### src/rtl/core/rsi_pkg.sv
// ---------------------------------------------------------------------------
// rsi_pkg
// shared widths, constants, types and helper functions of the rsi unit
// ---------------------------------------------------------------------------
package rsi_pkg;

    localparam int PRICE_W      = 32;
    localparam int AVG_FRAC_W   = 16;
    localparam int MOVE_W       = PRICE_W + AVG_FRAC_W;
    localparam int AVG_W        = MOVE_W + 6;
    localparam int SUM_W        = MOVE_W + 1;
    localparam int NUM_W        = 64;
    localparam int PERIOD_W     = 7;
    localparam int REM_W        = 6;
    localparam int RSI_W        = 15;
    localparam int OUT_DATA_W   = 16;
    localparam int RATIO_STEPS  = RSI_W;
    localparam int DIVN_STEPS   = AVG_W / 2;
    localparam int ITER_W       = 5;

    localparam logic [PERIOD_W-1:0] PERIOD_MIN   = 7'd2;
    localparam logic [PERIOD_W-1:0] PERIOD_MAX   = 7'd64;
    localparam logic [PERIOD_W-1:0] PERIOD_RESET = 7'd14;
    localparam logic [RSI_W-1:0]    RSI_HALF     = 15'd12800;

    typedef struct packed {
        logic load;
        logic move;
        logic acc;
        logic divn;
        logic prep1;
        logic prep2;
        logic divr;
        logic emit;
    } t_rsi_cmd;

    typedef struct packed {
        logic start_series;
        logic warming;
        logic warm_last;
        logic iter_done;
        logic out_free;
    } t_rsi_stat;

    function automatic logic [PERIOD_W-1:0] clamp_period(input logic [PERIOD_W-1:0] p);
        logic [PERIOD_W-1:0] r;
        r = p;
        if (p < PERIOD_MIN) begin
            r = PERIOD_MIN;
        end else if (p > PERIOD_MAX) begin
            r = PERIOD_MAX;
        end
        return r;
    endfunction

    // one restoring step of a division by the period, returns {remainder, quotient bit}
    function automatic logic [REM_W:0] divn_step(input logic [REM_W-1:0] rem,
                                                  input logic din,
                                                  input logic [PERIOD_W-1:0] n);
        logic [PERIOD_W-1:0] t;
        logic [PERIOD_W-1:0] d;
        t = {rem, din};
        d = t - n;
        if (t >= n) begin
            return {d[REM_W-1:0], 1'b1};
        end
        return {t[REM_W-1:0], 1'b0};
    endfunction

endpackage

### src/rtl/core/rsi_ctrl.sv
// ---------------------------------------------------------------------------
// rsi_ctrl
// sequencer of the rsi unit: steps one request through update and, when a result is due, divide and ratio
// ---------------------------------------------------------------------------
module rsi_ctrl (
    input  logic               i_clk,
    input  logic               i_rst_n,
    input  logic               i_s_tvalid,
    output logic               o_s_tready,
    input  rsi_pkg::t_rsi_stat i_stat,
    output rsi_pkg::t_rsi_cmd  o_cmd
);
    import rsi_pkg::*;

    localparam logic [2:0] S_IDLE  = 3'd0;
    localparam logic [2:0] S_MOVE  = 3'd1;
    localparam logic [2:0] S_ACC   = 3'd2;
    localparam logic [2:0] S_DIVN  = 3'd3;
    localparam logic [2:0] S_PREP1 = 3'd4;
    localparam logic [2:0] S_PREP2 = 3'd5;
    localparam logic [2:0] S_DIVR  = 3'd6;
    localparam logic [2:0] S_DONE  = 3'd7;

    logic [2:0] r_state;
    logic [2:0] n_state;

    assign o_s_tready = (r_state == S_IDLE);

    always_comb begin
        n_state = r_state;
        o_cmd   = '0;
        unique case (r_state)
            S_IDLE: begin
                if (i_s_tvalid) begin
                    o_cmd.load = 1'b1;
                    n_state    = S_MOVE;
                end
            end
            S_MOVE: begin
                o_cmd.move = 1'b1;
                n_state    = i_stat.start_series ? S_IDLE : S_ACC;
            end
            S_ACC: begin
                o_cmd.acc = 1'b1;
                n_state   = (i_stat.warming && !i_stat.warm_last) ? S_IDLE : S_DIVN;
            end
            S_DIVN: begin
                o_cmd.divn = 1'b1;
                if (i_stat.iter_done) begin
                    n_state = S_PREP1;
                end
            end
            S_PREP1: begin
                o_cmd.prep1 = 1'b1;
                n_state     = S_PREP2;
            end
            S_PREP2: begin
                o_cmd.prep2 = 1'b1;
                n_state     = S_DIVR;
            end
            S_DIVR: begin
                o_cmd.divr = 1'b1;
                if (i_stat.iter_done) begin
                    n_state = S_DONE;
                end
            end
            S_DONE: begin
                if (i_stat.out_free) begin
                    o_cmd.emit = 1'b1;
                    n_state    = S_IDLE;
                end
            end
        endcase
    end

    always_ff @(posedge i_clk) begin
        if (!i_rst_n) begin
            r_state <= S_IDLE;
        end else begin
            r_state <= n_state;
        end
    end

endmodule

### src/rtl/core/rsi_datapath.sv
// ---------------------------------------------------------------------------
// rsi_datapath
// price history, wilder averages, serial dividers and output register
// ---------------------------------------------------------------------------
module rsi_datapath (
    input  logic                         i_clk,
    input  logic                         i_rst_n,
    input  logic                         i_cfg_wr_en,
    input  logic [rsi_pkg::PERIOD_W-1:0] i_cfg_wr_data,
    input  logic [rsi_pkg::PRICE_W-1:0]  i_price,
    input  logic                         i_restart,
    input  rsi_pkg::t_rsi_cmd            i_cmd,
    output rsi_pkg::t_rsi_stat           o_stat,
    input  logic                         i_m_tready,
    output logic                         o_m_tvalid,
    output logic [rsi_pkg::RSI_W-1:0]    o_rsi,
    output logic                         o_flat
);
    import rsi_pkg::*;

    logic [PERIOD_W-1:0] r_period, n_period;
    logic [PRICE_W-1:0]  r_price, n_price;
    logic                r_restart, n_restart;
    logic [PRICE_W-1:0]  r_prev, n_prev;
    logic                r_have_prev, n_have_prev;
    logic [PERIOD_W-1:0] r_cnt, n_cnt;
    logic [AVG_W-1:0]    r_gain, n_gain;
    logic [AVG_W-1:0]    r_loss, n_loss;
    logic [REM_W-1:0]    r_rem_g, n_rem_g;
    logic [REM_W-1:0]    r_rem_l, n_rem_l;
    logic [MOVE_W-1:0]   r_up, n_up;
    logic [MOVE_W-1:0]   r_down, n_down;
    logic [AVG_W-1:0]    r_mg, n_mg;
    logic [AVG_W-1:0]    r_ml, n_ml;
    logic [SUM_W-1:0]    r_sum, n_sum;
    logic [NUM_W-1:0]    r_rq, n_rq;
    logic [ITER_W-1:0]   r_iter, n_iter;
    logic                r_out_valid, n_out_valid;
    logic [RSI_W-1:0]    r_out_rsi, n_out_rsi;
    logic                r_out_flat, n_out_flat;

    logic [PERIOD_W-1:0] per_n;
    logic [PERIOD_W-1:0] per_nm1;
    logic [PRICE_W-1:0]  diff_up;
    logic [PRICE_W-1:0]  diff_down;
    logic                rising;
    logic [REM_W:0]      g_s1, g_s0, l_s1, l_s0;
    logic [NUM_W-1:0]    gain_ext;
    logic [SUM_W:0]      rt;
    logic [SUM_W:0]      rd;

    assign per_n     = clamp_period(r_period);
    assign per_nm1   = per_n - 7'd1;
    assign rising    = (r_price >= r_prev);
    assign diff_up   = r_price - r_prev;
    assign diff_down = r_prev - r_price;
    assign gain_ext  = NUM_W'(r_gain);

    assign g_s1 = divn_step(r_rem_g, r_gain[AVG_W-1], per_n);
    assign g_s0 = divn_step(g_s1[REM_W:1], r_gain[AVG_W-2], per_n);
    assign l_s1 = divn_step(r_rem_l, r_loss[AVG_W-1], per_n);
    assign l_s0 = divn_step(l_s1[REM_W:1], r_loss[AVG_W-2], per_n);

    assign rt = {r_rq[NUM_W-1:RATIO_STEPS], r_rq[RATIO_STEPS-1]};
    assign rd = rt - {1'b0, r_sum};

    assign o_stat.start_series = r_restart || !r_have_prev;
    assign o_stat.warming      = (r_cnt < per_n);
    assign o_stat.warm_last    = (r_cnt == per_nm1);
    assign o_stat.iter_done    = (r_iter == '0);
    assign o_stat.out_free     = !r_out_valid || i_m_tready;

    assign o_m_tvalid = r_out_valid;
    assign o_rsi      = r_out_rsi;
    assign o_flat     = r_out_flat;

    always_comb begin
        n_period    = r_period;
        n_price     = r_price;
        n_restart   = r_restart;
        n_prev      = r_prev;
        n_have_prev = r_have_prev;
        n_cnt       = r_cnt;
        n_gain      = r_gain;
        n_loss      = r_loss;
        n_rem_g     = r_rem_g;
        n_rem_l     = r_rem_l;
        n_up        = r_up;
        n_down      = r_down;
        n_mg        = r_mg;
        n_ml        = r_ml;
        n_sum       = r_sum;
        n_rq        = r_rq;
        n_iter      = r_iter;
        n_out_valid = r_out_valid;
        n_out_rsi   = r_out_rsi;
        n_out_flat  = r_out_flat;

        if (i_cmd.load) begin
            n_price   = i_price;
            n_restart = i_restart;
        end

        if (i_cmd.move) begin
            n_prev = r_price;
            if (r_restart || !r_have_prev) begin
                n_have_prev = 1'b1;
                n_cnt       = '0;
                n_gain      = '0;
                n_loss      = '0;
            end else begin
                n_up   = rising ? {diff_up, AVG_FRAC_W'(0)} : '0;
                n_down = rising ? '0 : {diff_down, AVG_FRAC_W'(0)};
                n_mg   = AVG_W'(r_gain[MOVE_W-1:0]) * AVG_W'(per_nm1[REM_W-1:0]);
                n_ml   = AVG_W'(r_loss[MOVE_W-1:0]) * AVG_W'(per_nm1[REM_W-1:0]);
            end
        end

        if (i_cmd.acc) begin
            if (r_cnt < per_n) begin
                n_gain = r_gain + AVG_W'(r_up);
                n_loss = r_loss + AVG_W'(r_down);
                n_cnt  = r_cnt + 7'd1;
            end else begin
                n_gain = r_mg + AVG_W'(r_up);
                n_loss = r_ml + AVG_W'(r_down);
            end
            n_rem_g = '0;
            n_rem_l = '0;
            n_iter  = ITER_W'(DIVN_STEPS - 1);
        end

        // two quotient bits per cycle for each average
        if (i_cmd.divn) begin
            n_gain  = {r_gain[AVG_W-3:0], g_s1[0], g_s0[0]};
            n_loss  = {r_loss[AVG_W-3:0], l_s1[0], l_s0[0]};
            n_rem_g = g_s0[REM_W:1];
            n_rem_l = l_s0[REM_W:1];
            n_iter  = r_iter - ITER_W'(1);
        end

        // numerator gain * 25600 + sum / 2, built from shifted terms
        if (i_cmd.prep1) begin
            n_sum = r_gain[SUM_W-1:0] + r_loss[SUM_W-1:0];
            n_rq  = (gain_ext << 14) + (gain_ext << 13);
        end

        if (i_cmd.prep2) begin
            n_rq   = r_rq + (gain_ext << 10) + NUM_W'(r_sum[SUM_W-1:1]);
            n_iter = ITER_W'(RATIO_STEPS - 1);
        end

        if (i_cmd.divr) begin
            if (rt >= {1'b0, r_sum}) begin
                n_rq = {rd[SUM_W-1:0], r_rq[RATIO_STEPS-2:0], 1'b1};
            end else begin
                n_rq = {rt[SUM_W-1:0], r_rq[RATIO_STEPS-2:0], 1'b0};
            end
            n_iter = r_iter - ITER_W'(1);
        end

        if (i_cmd.emit) begin
            n_out_valid = 1'b1;
            n_out_flat  = (r_sum == '0);
            n_out_rsi   = (r_sum == '0) ? RSI_HALF : r_rq[RSI_W-1:0];
        end else if (i_m_tready) begin
            n_out_valid = 1'b0;
        end

        if (i_cfg_wr_en) begin
            n_period    = i_cfg_wr_data;
            n_have_prev = 1'b0;
            n_cnt       = '0;
        end
    end

    always_ff @(posedge i_clk) begin
        if (!i_rst_n) begin
            r_period    <= PERIOD_RESET;
            r_have_prev <= 1'b0;
            r_cnt       <= '0;
            r_out_valid <= 1'b0;
            r_iter      <= '0;
        end else begin
            r_period    <= n_period;
            r_have_prev <= n_have_prev;
            r_cnt       <= n_cnt;
            r_out_valid <= n_out_valid;
            r_iter      <= n_iter;
        end
    end

    always_ff @(posedge i_clk) begin
        r_price    <= n_price;
        r_restart  <= n_restart;
        r_prev     <= n_prev;
        r_gain     <= n_gain;
        r_loss     <= n_loss;
        r_rem_g    <= n_rem_g;
        r_rem_l    <= n_rem_l;
        r_up       <= n_up;
        r_down     <= n_down;
        r_mg       <= n_mg;
        r_ml       <= n_ml;
        r_sum      <= n_sum;
        r_rq       <= n_rq;
        r_out_rsi  <= n_out_rsi;
        r_out_flat <= n_out_flat;
    end

endmodule

### src/rtl/core/relative_strength_index_unit.sv
// ---------------------------------------------------------------------------
// relative_strength_index_unit
// wilder relative strength index over a stream of q24.8 closing prices
// ---------------------------------------------------------------------------
// One closing price per request. A price that starts a series passes through
// the load and move states before the next request can be taken, and a change
// inside the warm-up window also through the accumulate state. A price that
// produces a result waits for the output register to be free: the two averages
// are divided by the period in two radix-4 serial dividers running side by side,
// then the ratio 100 * gain / (gain + loss) goes through a restoring divider. The
// result waits in an output register, so the next price is taken while it is
// still pending. Writing the period clears the series history.
module relative_strength_index_unit (
    input  logic                           i_clk,
    input  logic                           i_rst_n,
    input  logic                           i_cfg_wr_en,
    input  logic [rsi_pkg::PERIOD_W-1:0]   i_cfg_wr_data,   // period_length
    input  logic                           i_s_tvalid,
    output logic                           o_s_tready,
    input  logic [rsi_pkg::PRICE_W-1:0]    i_s_tdata,       // close_price
    input  logic                           i_s_tuser,       // restart_series
    output logic                           o_m_tvalid,
    input  logic                           i_m_tready,
    output logic [rsi_pkg::OUT_DATA_W-1:0] o_m_tdata,       // rsi_value, zero pad
    output logic                           o_m_tuser        // flat_market
);
    import rsi_pkg::*;

    t_rsi_cmd         cmd;
    t_rsi_stat        stat;
    logic [RSI_W-1:0] rsi;

    rsi_ctrl u_ctrl (
        .i_clk      (i_clk),
        .i_rst_n    (i_rst_n),
        .i_s_tvalid (i_s_tvalid),
        .o_s_tready (o_s_tready),
        .i_stat     (stat),
        .o_cmd      (cmd)
    );

    rsi_datapath u_dp (
        .i_clk         (i_clk),
        .i_rst_n       (i_rst_n),
        .i_cfg_wr_en   (i_cfg_wr_en),
        .i_cfg_wr_data (i_cfg_wr_data),
        .i_price       (i_s_tdata),
        .i_restart     (i_s_tuser),
        .i_cmd         (cmd),
        .o_stat        (stat),
        .i_m_tready    (i_m_tready),
        .o_m_tvalid    (o_m_tvalid),
        .o_rsi         (rsi),
        .o_flat        (o_m_tuser)
    );

    assign o_m_tdata = OUT_DATA_W'(rsi);

endmodule

### config.mk
export PLATFORM = sky130hd
export DESIGN_NAME = relative_strength_index_unit
export DESIGN_NICKNAME = d
export VERILOG_FILES = /design/src/rtl/core/rsi_pkg.sv /design/src/rtl/core/rsi_ctrl.sv /design/src/rtl/core/rsi_datapath.sv /design/src/rtl/core/relative_strength_index_unit.sv
export SDC_FILE = /design/constraint.sdc
export NUM_CORES = 2
export LEC_CHECK = 0
export ABC_AREA = 1
export BUFFER_PORTS_ARGS = -buffer_cell sky130_fd_sc_hd__clkbuf_2
export CORE_MARGIN = 2
export CORE_UTILIZATION = 45
export DETAILED_ROUTE_END_ITERATION = 8
export PLACE_DENSITY = 0.65
export SLEW_MARGIN = 10
export SYNTH_ARGS = -nofsm -noshare
export SYNTH_HDL_FRONTEND = slang
export SYNTH_SLANG_ARGS = --single-unit
### constraint.sdc
create_clock -name i_clk -period 15.38 [get_ports i_clk]
set_clock_uncertainty 0.1 [all_clocks]
set_input_delay 0.769 -clock i_clk [delete_from_list [all_inputs] [get_ports i_clk]]
set_output_delay 0.769 -clock i_clk [all_outputs]
set_load 0.03 [all_outputs]
==> summary.txt <==
Yosys
  – Number of synthesized flops with an enable pin: 486
  – Post-synth top cells: 1,793 x nand2_1, 1,526 x inv_1, 1,118 x nor2_1
  – Avg Cell Area, Syn: 7.21 sq um
  – Post-synthesis cell type count: 57
  – Post-Syn Instances: 8,737
  – Synth warn: 0
  – Post-synth top area share: 23.2%
  – Synth Register Bits: 510
  – Sequential area share after synthesis: 23.9%
  – Most used DFF post-synth: edfxtp_1
  – Dominant cell type by area after synthesis: edfxtp_1
  – Fraction of registers with async set/reset: 0%
  – Most frequent cell after synthesis: nand2_1
  – Synth area leaders: edfxtp_1 23%, fa_1 13%, nand2_1 11%
  – Synthesized cell area: 63,000 sq um
  – Mapped Nets: 9,725

Placed design
  – Placed Cells: 10,555
  – HPWL Detailed: 196,000 um
  – GPL Wtd Cong: 1.10
  – Port bufs: 62

Clocking
  – Clk_lat worst skew: 700 ps
  – CTS tree: built
  – Cts bufs inserted: 68
  – Clk root buf: clkbuf_16
  – Buffer count from post-CTS setup fixing: 0
  – Clock tree buffer depth: 3
  – Sinks on Clock Net: 510
  – CTS Hold Buffers Added: 0
  – Clock-pin slew on the worst setup and hold paths: 60 ps
  – Cts repair resizes: 0
  – H-Tree Depth: 3

Global route
  – Global-route wire length before repair: 365,000 um
  – GRT Util Overall: 33.8%
  – Vias in the first global route: 59,453
  – Pin count of the biggest net entering global routing: 76
  – GRT overflow: 0
  – Number of antenna violations at the first check in global routing: 7

Critical path
  – Critical path's slowest cell: inv_2
  – Worst r2r dst: u_dp.r_ml[41]
  – Crit path DAT: 8710 ps
  – Critical path's most frequent cell: nand2_1
  – Crit path max fanout: 47
  – Worst r2r src: u_dp.r_period[6]
  – Setup Crit Path Kind: register to register
  – Max stage delay on crit path: 730 ps
  – Worst Setup Start Kind: register
  – R2R depth: 28
  – Worst Setup End Kind: register
  – Worst EP required: 15,760 ps
  – Reg2reg setup slack: 7050 ps

Run status
  – Status: completed

Route
  – Final ANT Viol Nets: 0
  – Vias/cell: 5.75
  – WL final: 244,000 um
  – Via count: 61,428
  – Routed WL per cell: 22.8 um
  – 1st-iter DRT viols: 6,408
  – Drc violations: 0
  – Pre-antenna DRT Iters: 9

Worst hold path
  – Hold Crit Start: i_s_tdata[1]
  – Hold Path Stages: 1
  – Hold endpoint: u_dp.r_price[1]
  – Tightest Hold Check Type: primary input to register

Layout
  – Nets: 9,737
  – Seq. cell area: 15,100 sq um
  – Filler cell count: 14,125
  – Fraction of final layout cells with drive strength greater than 1: 3.11%
  – Synth-to-layout area growth: 7.32%
  – Multi-input logic area: 41,600 sq um
  – Finished Layout Cells: 10,679

STA
  – Measured slew at the worst slew-check pin: 1170 ps
  – Final hold vios: 0
  – Fin crit period: 8330 ps
  – Relative slew slack: 21.5%
  – Unrepaired setup endpoints after global routing: no
  – Peak Freq: 0.120 GHz
  – Final Cycle Share: 54.2%
  – Max-slew violations: 0
  – Final-report setup violation count: 0
  – Final setup TNS: 0 ps

Die
  – Starting Density: 45.2%
  – Rows: 137
  – Core footprint: 139,000 sq um
  – Num ports: 64
  – Die area: 143,000 sq um
  – Vert. Die Dim: 378 um
  – Die Span X: 378 um

Power
  – Max VDD drop: 0.190 mV
  – Lkg Pwr: 30.4 nW
  – Pwr dens: 128 nW/um^2

Job
  – Max Cap Violations: 0
how the worst max path moves through the flow:
stage | from | endpoint
floorplan | u_ctrl.r_state[2] | u_dp.r_down[16]
global placement | u_dp.r_period[6] | u_dp.r_ml[41]
detailed placement | u_dp.r_period[6] | u_dp.r_ml[41]
CTS | u_dp.r_period[6] | u_dp.r_ml[41]
global route | u_dp.r_period[6] | u_dp.r_ml[41]
finish | u_dp.r_period[6] | u_dp.r_ml[41]
layout make-up:
cell class / count / share of cell area [%]
repair buffers: 107 / 0.959
well taps: 1876 / 3.47
multi-input cells: 6527 / 61.5
diodes: 2 / 0.00740
inverters: 1535 / 8.52
clock inverters: 39 / 0.605
clock buffers: 83 / 2.63
flip-flops and latches: 510 / 22.3
per-layer routing:
| layer | GRT usage [%] | share of wire [%] | vias up | wire length (um) |
|---|---|---|---|---|
| li1 | - | - | 28578 | - |
| met1 | 43.6 | 40 | 29345 | 97900 |
| met2 | 53.5 | 44 | 2929 | 108000 |
| met3 | 4.64 | 8.2 | 574 | 20100 |
| met4 | 21.5 | 7.3 | 2 | 17900 |
| met5 | 0 | 0.0057 | - | 14 |
sequential cells by signal, indices dropped and copies added, names as in the netlist, 15 cells and up:
| signal | flops |
|---|---|
| u_dp.r_gain | 54 |
| u_dp.r_mg | 54 |
| u_dp.r_ml | 54 |
| u_dp.r_sum | 49 |
| u_dp.r_price | 32 |
| u_dp.r_down | 32 |
| u_dp.r_prev | 32 |
| u_dp.r_rq | 64 |
| u_dp.r_up | 32 |
| u_dp.r_loss | 54 |
| u_dp.o_rsi | 15 |
layout by cell type, fill, tap and decap left out, types with 7 or more instances in the layout:
| cell type | instances |
|---|---|
| inv_2 | 11 |
| o21ai_0 | 635 |
| nor2_1 | 1113 |
| xor2_1 | 181 |
| inv_1 | 1522 |
| o21bai_1 | 58 |
| fa_1 | 420 |
| o21a_1 | 41 |
| clkbuf_1 | 14 |
| a221oi_1 | 12 |
| clkinv_1 | 12 |
| clkinv_2 | 9 |
| and3_1 | 7 |
| nand2_1 | 1788 |
| o21ai_1 | 21 |
| xnor2_1 | 88 |
| buf_4 | 45 |
| a31oi_1 | 81 |
| a21boi_0 | 20 |
| nand3_1 | 392 |
| o221ai_1 | 12 |
| nor3_1 | 71 |
| ha_1 | 523 |
| clkbuf_2 | 62 |
| o22ai_1 | 50 |
| dfxtp_1 | 24 |
| or2_2 | 29 |
| a21o_1 | 71 |
| clkbuf_16 | 69 |
| edfxtp_1 | 486 |
| nor4_1 | 38 |
| a21oi_1 | 672 |
| nand4_1 | 98 |
| o211ai_1 | 29 |
| nand3b_1 | 11 |
critical path: cells and delay by family (launching register included):
kind                       cells  cell delay [ps]
xor gates and xnor gates       1              330
AOI/OAI and AO/OA              2              760
DFF                            1              470
adders and majority gates      5             2100
and+or+nand+nor               13             2040
buffers and inverters          7             2300
kinds of logic after synthesis:
logic type / synth area share [%]
other cells: 0.00595
buf+inv: 10.2
simple gates: 23.1
compound gates: 15.3
fa+ha+maj: 23.7
flops: 23.9
xor+xnor: 3.74
per-stage QoR:
stage | utilization (%) | power [mW] | cell area [sq um] | setup WS [ps] | hold slack (ps)
after global placement | 47.0 | 6.86 | 65400 | 7330 | 346
after CTS | 48.6 | 8.56 | 67600 | 7170 | 109
after floorplan | - | 5.40 | 63000 | 4240 | 331
final | 48.6 | 8.63 | 67600 | 7050 | 143
after global routing | 48.6 | 9.24 | 67600 | 6710 | 141
after detailed placement | 47.0 | 6.90 | 65400 | 7230 | 359
report_power, final:
| part | switching (mW) | internal, mW |
|---|---|---|
| combinational | 3.40 | 1.69 |
| sequential | 0.114 | 1.80 |
| clock | 0.704 | 0.919 |
| total | 4.22 | 4.41 |
No activity file was read; power rests on OpenSTA's default activity.
